**src/rtl/core/pidc_pkg.sv**
```systemverilog
// pidc_pkg: shared widths, codes, payload types and saturation helper
// for the pid controller step unit. No dependencies.

package pidc_pkg;

   localparam int SAMPLE_W    = 16;
   localparam int ERR_W       = 17;
   localparam int GAIN_W      = 24;
   localparam int DECAY_W     = 18;
   localparam int WORD_W      = 32;
   localparam int CSR_INDEX_W = 3;

   // operation codes
   localparam logic OP_UPDATE = 1'b0;
   localparam logic OP_CLEAR  = 1'b1;

   // register indexes
   localparam logic [CSR_INDEX_W-1:0] REG_PROP_GAIN     = 3'd0;
   localparam logic [CSR_INDEX_W-1:0] REG_INTEGRAL_GAIN = 3'd1;
   localparam logic [CSR_INDEX_W-1:0] REG_DERIV_GAIN    = 3'd2;
   localparam logic [CSR_INDEX_W-1:0] REG_DERIV_DECAY   = 3'd3;
   localparam logic [CSR_INDEX_W-1:0] REG_OUT_MIN       = 3'd4;
   localparam logic [CSR_INDEX_W-1:0] REG_OUT_MAX       = 3'd5;
   localparam logic [CSR_INDEX_W-1:0] REG_INTEG_MIN     = 3'd6;
   localparam logic [CSR_INDEX_W-1:0] REG_INTEG_MAX     = 3'd7;

   localparam logic signed [WORD_W-1:0] WORD_MIN = 32'sh8000_0000;
   localparam logic signed [WORD_W-1:0] WORD_MAX = 32'sh7fff_ffff;

   typedef struct packed {
      logic                        operation;
      logic signed [SAMPLE_W-1:0]  setpoint;
      logic signed [SAMPLE_W-1:0]  measurement;
   } req_type;

   typedef struct packed {
      logic signed [WORD_W-1:0] drive;
      logic                     out_clamped;
      logic                     integ_clamped;
   } rsp_type;

   typedef struct packed {
      logic        [GAIN_W-1:0]  prop_gain;
      logic        [GAIN_W-1:0]  integral_gain;
      logic        [GAIN_W-1:0]  deriv_gain;
      logic signed [DECAY_W-1:0] deriv_decay;
      logic signed [WORD_W-1:0]  out_min;
      logic signed [WORD_W-1:0]  out_max;
      logic signed [WORD_W-1:0]  integ_min;
      logic signed [WORD_W-1:0]  integ_max;
   } cfg_type;

   // saturate a sign-extended value to a signed 32 bit word
   function automatic logic signed [WORD_W-1:0] sat_word(input logic signed [63:0] x);
      logic signed [WORD_W-1:0] r;
      if (x > 64'(WORD_MAX)) begin
         r = WORD_MAX;
      end else if (x < 64'(WORD_MIN)) begin
         r = WORD_MIN;
      end else begin
         r = x[WORD_W-1:0];
      end
      return r;
   endfunction

endpackage

```
**src/rtl/core/pidc_ifs.sv**
```systemverilog


interface pidc_csr_if;
   logic                                valid;
   logic                                ready;
   logic [pidc_pkg::CSR_INDEX_W-1:0]    index;
   logic [pidc_pkg::WORD_W-1:0]         data;
   modport source (output valid, index, data, input ready);
   modport sink   (input valid, index, data, output ready);
endinterface

```
**src/rtl/core/pidc_csr.sv**
```systemverilog
// pidc_csr: configuration register bank for gains, decay and limits.
// Depends on pidc_pkg and pidc_csr_if.

module pidc_csr (
   input  logic                clock,
   input  logic                reset,
   pidc_csr_if.sink            csr_bus,
   output pidc_pkg::cfg_type   cfg
);

   pidc_pkg::cfg_type cfg_ff;
   pidc_pkg::cfg_type cfg_in;

   // writes are always taken
   assign csr_bus.ready = 1'b1;

   // decode one write beat
   always_comb begin
      cfg_in = cfg_ff;
      if (csr_bus.valid) begin
         case (csr_bus.index)
            pidc_pkg::REG_PROP_GAIN:     cfg_in.prop_gain     = csr_bus.data[pidc_pkg::GAIN_W-1:0];
            pidc_pkg::REG_INTEGRAL_GAIN: cfg_in.integral_gain = csr_bus.data[pidc_pkg::GAIN_W-1:0];
            pidc_pkg::REG_DERIV_GAIN:    cfg_in.deriv_gain    = csr_bus.data[pidc_pkg::GAIN_W-1:0];
            pidc_pkg::REG_DERIV_DECAY:   cfg_in.deriv_decay   = csr_bus.data[pidc_pkg::DECAY_W-1:0];
            pidc_pkg::REG_OUT_MIN:       cfg_in.out_min       = csr_bus.data;
            pidc_pkg::REG_OUT_MAX:       cfg_in.out_max       = csr_bus.data;
            pidc_pkg::REG_INTEG_MIN:     cfg_in.integ_min     = csr_bus.data;
            pidc_pkg::REG_INTEG_MAX:     cfg_in.integ_max     = csr_bus.data;
            default:                     cfg_in = cfg_ff;
         endcase
      end
   end

   always_ff @(posedge clock) begin
      if (reset) begin
         cfg_ff.prop_gain     <= '0;
         cfg_ff.integral_gain <= '0;
         cfg_ff.deriv_gain    <= '0;
         cfg_ff.deriv_decay   <= '0;
         cfg_ff.out_min       <= pidc_pkg::WORD_MIN;
         cfg_ff.out_max       <= pidc_pkg::WORD_MAX;
         cfg_ff.integ_min     <= pidc_pkg::WORD_MIN;
         cfg_ff.integ_max     <= pidc_pkg::WORD_MAX;
      end else begin
         cfg_ff <= cfg_in;
      end
   end

   assign cfg = cfg_ff;

endmodule

```
**src/flat_wrapper.sv**
```systemverilog
// flat-port wrapper written by rule: the top's interface ports become plain ports
module pidc_csr_flat 
  (clock, reset, cfg, csr_bus_valid, csr_bus_index, csr_bus_data, csr_bus_ready);
  pidc_csr_if csr_bus_i ();
  input  logic clock;
  input  logic reset;
  output pidc_pkg::cfg_type cfg;
  input wire logic [$bits(csr_bus_i.valid)-1:0] csr_bus_valid;
  input wire logic [$bits(csr_bus_i.index)-1:0] csr_bus_index;
  input wire logic [$bits(csr_bus_i.data)-1:0] csr_bus_data;
  output wire logic [$bits(csr_bus_i.ready)-1:0] csr_bus_ready;
  assign csr_bus_i.valid = csr_bus_valid;
  assign csr_bus_i.index = csr_bus_index;
  assign csr_bus_i.data = csr_bus_data;
  assign csr_bus_ready = csr_bus_i.ready;
  pidc_csr u_core (.clock(clock), .reset(reset), .csr_bus(csr_bus_i), .cfg(cfg));
endmodule
```
**config.mk**
```make
export PLATFORM = sky130hd
export DESIGN_NAME = pidc_csr_flat
export DESIGN_NICKNAME = d
export VERILOG_FILES = /design/src/rtl/core/pidc_pkg.sv /design/src/rtl/core/pidc_ifs.sv /design/src/rtl/core/pidc_csr.sv /design/src/flat_wrapper.sv
export SDC_FILE = /design/constraint.sdc
export NUM_CORES = 1
export LEC_CHECK = 0
export BUFFER_PORTS_ARGS = -buffer_cell sky130_fd_sc_hd__buf_2
export CAP_MARGIN = 10
export CORE_MARGIN = 1
export CORE_UTILIZATION = 43
export CTS_CLUSTER_SIZE = 14
export DETAILED_ROUTE_END_ITERATION = 16
export GPL_TIMING_DRIVEN = 0
export PLACE_DENSITY = 0.69
export SETUP_SLACK_MARGIN = 0.05
export SYNTH_ARGS = -nofsm -noshare
export SYNTH_HDL_FRONTEND = slang
export SYNTH_SLANG_ARGS = --single-unit
```
**constraint.sdc**
```tcl
create_clock -name clock -period 2.5 [get_ports clock]
set_input_delay 0.25 -clock clock [delete_from_list [all_inputs] [get_ports clock]]
set_output_delay 0.25 -clock clock [all_outputs]
set_load 0.05 [all_outputs]
```
# Word-level counts from Yosys, hierarchy flattened
# Cells that the tools add are included.
[totals]
elab_cells = 24
out_inout_bits = 219
ff_bits = 218
in_bits = 38
[classes]
reduce_logical = 9
n_eq_ne = 7
[ops]
columns = ["operator", "n"]
rows = [
  ["$reduce_and 2->1", 8],
  ["$eq 3x3->1 const B", 4],
  ["$eq 3x2->1 const B", 2],
  ["$eq 3x1->1 const B", 1],
  ["$logic_not 3->1", 1],
]

# Depth between registers and ports, before layout
[depth]
word_depth = 2
ltp_mapped = 5
mapped_depth_nobuf = 2

# Worst setup path after synthesis
# Ideal clock, no wire load.
[synth_path]
kind = "input-to-reg"
startpoint = "in csr_bus_index[1]"
endpoint = "reg u_core.cfg_ff, in the netlist u_core.cfg[208]"
setup_slack_ps = 1077
t_required_ps = 2376
setup_time_ps = 124
n_path_buf = 3
arrival_time_ps = 1299
path_stages = 5
path_cell_list = "buf_2 -> or4b_4 -> buf_6 -> buf_12 -> mux2i_1"
[synth_between]
elab_chain_len = 2
[synth_rtl]
columns = ["item", "line_no", "text"]
rows = [
  ["start, declared", "flat_wrapper.sv:9", "input wire logic [$bits(csr_bus_i.index)-1:0] csr_bus_index;"],
  ["$logic_not 3->1", "pidc_csr.sv:21", "case (csr_bus.index)"],
  ["$reduce_and 2->1 (no source line)", "--", ""],
  ["end signal, assigned", "pidc_csr.sv:46", "cfg_ff <= cfg_in;"],
  ["end, declared", "pidc_csr.sv:11", "pidc_pkg::cfg_type cfg_ff;"],
]
# No other way between the ends.
# A chain may end at the register's enable or synchronous reset.

# Worst setup path in the final report
[layout_path]
startpoint = "reg u_core.cfg_ff, in the netlist u_core.cfg[109]"
endpoint = "out cfg[109] in the netlist's numbering"
[layout_rtl]
columns = ["item", "line_no", "text"]
rows = [
  ["end, declared", "flat_wrapper.sv:7", "output pidc_pkg::cfg_type cfg;"],
]
# No word-level cell between the ends.

==> run summary <==
Yosys top cell by area: dfxtp_1
Number of synthesized register bits: 218
Gr ovfl total: 0
Yosys cell types: 16
VDD IR max: 561 µV
Util after Layout: 57.1%
NetSw: 1980 µW
Initial core utilization: 44.5%
Global-route wire length before repair: 36,400 µm
H-tree depth: 1
RSZ-0062 raised after global routing: no
Num rows: 50
Period Utilization, post-route: 55.9%
Number of hold buffers added after cts: 0
Die ar.: 20,300 µm²
Final hold vios: 0
Number of flops mapped to enable cells by yosys: 0
CP top delay family: flip-flops
Hold/Removal Path Class: in -> reg
Max clock buf depth: 3
Critical path's largest stage delay: 0.37 ns
Setup TNS: 0 ns
Fin. max-slew vios: 0
Reg2reg path depth: 2
Hold depth: 3
Syn avg cell area: 10.7 µm²
Routed WL: 23,700 µm
# DRC: 0
Filler cells: 1,779
Register area share after synthesis: 51.5%
Clock buffer count from CTS: 24
Internal power: 6020 µW
R2R Path Start: u_core.cfg[134]
Resized Gates After CTS: 0
IO Pins: 257
Combinational power share: 9.7%
Synthesized Nets: 828
Maxcap violations: 0
Chip Width: 142 µm
Total Routing Usage GR: 23.3%
CP arrival: 1.15 ns
Cells after Synth: 790
R2R Setup Slk: 1.85 ns
DRT Pass-1 Iters: 4
Largest net degree at the start of global routing: 13
DIE HEIGHT: 142 µm
P_leak: 0.00571 µW
Vias in the first global route: 6,514
Via count: 6,425
Max FFs per register: 218
Worst setup EP type: primary output
Iteration-0 DRC Markers: 169
Synth top area cells: dfxtp_1, mux2i_1, nand2b_1
Root Buffer: clkbuf_16
Routed Antenna Nets: 0
Post-CTS setup repair buffer count: 0
Clk_lat worst skew: 0.50 ns
Min cycle time layout: 1.40 ns
Gpl congestion: 0.801
Share of layout cells above drive strength 1: 29.3%
Final nets: 1,104
DR vias/cell: 4.79
Startpoint types: flip-flop
Req. time, crit path: 2.25 ns
Clock skew: 0 ns
CP Depth: 1
DP HPWL: 17,400 µm
Worst Tran Pin Value: 0.623 ns
Synthesized cell area: 8470 µm²
Sw Ratio: 24.8%
IO Port Bufs: 250
Clock-pin transition on the worst setup and hold timing paths: 0.06 ns
Initial antenna violation count: 1
FF-to-FF End: u_core.cfg[134]
Critical path, cell by cell: buf_2
Max Clk Rate: 716 MHz
CTS tree: built
Core area: 19,000 µm²
Critical path class: reg -> out
Most used DFF post-synth: dfxtp_1
Area of the multi-input gates: 3810 µm²
Wirelength per Cell: 17.7 µm
Cell Pwr Density: 737 nW/µm²
CP max stage cell: dfxtp_1
Asr flop ratio synth: 0%
Final setup fails: 0
Synth top area share: 51.5%
Sink Count: 218
Post-synth top cells: dfxtp_1, mux2i_1, nand2b_1
Sequential Power Share: 44.9%
Growth of design area from synthesis to finish: 28.1%
YS warnings: 0
Status: finished clean
FF/Latch Area: 4360 µm²
CP Launch Point: u_core.cfg[109]
Critical path capture point: cfg[109]
Critical path buffers and inverters: 1
Rel. slew slack: 58.5%
Crit-path max FO: 2
Clk pwr share: 45.3%
## per-stage QoR
stage | power (µW) | instances | setup WS [ns] | hold WS, ns | area [µm²]
after global routing | 8240 | 1341 | 1.05 | 0.0349 | 10900
after floorplan | 4220 | 790 | 1.08 | 0.421 | 8470
after global placement | 4450 | 1300 | 0.746 | 0.455 | 10000
after CTS | 8060 | 1340 | 1.07 | 0.0159 | 10900
after detailed placement | 4450 | 1300 | 0.711 | 0.461 | 10000
final | 8000 | 1341 | 1.10 | 0.0326 | 10900
## cells by family after synthesis
kind of cell,after synthesis,share of synthesized area (%)
and+or+nand+nor,292,19.2
muxes,218,25.8
DFF,218,51.5
buffers and inverters,61,3.50
other,1,0.0443
## worst min path at each step
| stage | startpoint | end | slack (ns) |
|---|---|---|---|
| after floorplan | csr_bus_data[10] | u_core.cfg[10] | 0.42 |
| after global placement | u_core.cfg[43] | u_core.cfg[43] | 0.45 |
| after detailed placement | u_core.cfg[47] | u_core.cfg[47] | 0.46 |
| after CTS | csr_bus_data[20] | u_core.cfg[20] | 0.02 |
| after global routing | csr_bus_data[11] | u_core.cfg[11] | 0.03 |
| final | csr_bus_data[7] | u_core.cfg[71] | 0.03 |
## power groups by stage
stage | Clock (µW) | Sequential (µW) | Combinational [µW]
2_1_floorplan | 0 | 3930 | 288
3_3_place_gp | 0 | 3670 | 779
3_5_place_dp | 0 | 3670 | 783
4_1_cts | 3680 | 3590 | 785
5_1_grt | 3820 | 3600 | 825
6_report | 3630 | 3590 | 779
## per-layer routing
metal / share of wire (%) / track usage [%]
met3: 6.8 / 5.96
met1: 45 / 29.9
met5: 0 / 0
met2: 47 / 39.1
met4: 1.5 / 5.55
## layout make-up
cell class | instances | share of cell area (%)
Timing Repair Buffer | 250 | 11.5
Tap cell | 260 | 3.00
Multi-Input combinational cell | 511 | 35.1
Clock buffer | 34 | 6.44
Buffer | 61 | 2.73
Antenna cell | 1 | 0.0231
Sequential cell | 218 | 40.2
Clock inverter | 6 | 0.968
## layout by cell type (no fill, tap or decap)
master     instances
buf_2            276
mux2i_1          218
dfxtp_1          218
nand2b_1         186
nor2_1            96
clkbuf_1          36
clkbuf_16         25
clkbuf_8           4
nand4b_1           3
nand4bb_1          3
bufinv_16          3
clkinv_2           3
buf_6              2
diode_2            1
nor4b_1            1
nand4_1            1
and4b_1            1
or4b_4             1
buf_12             1
buf_4              1
conb_1             1
No activity file was read; power rests on OpenSTA's default activity.
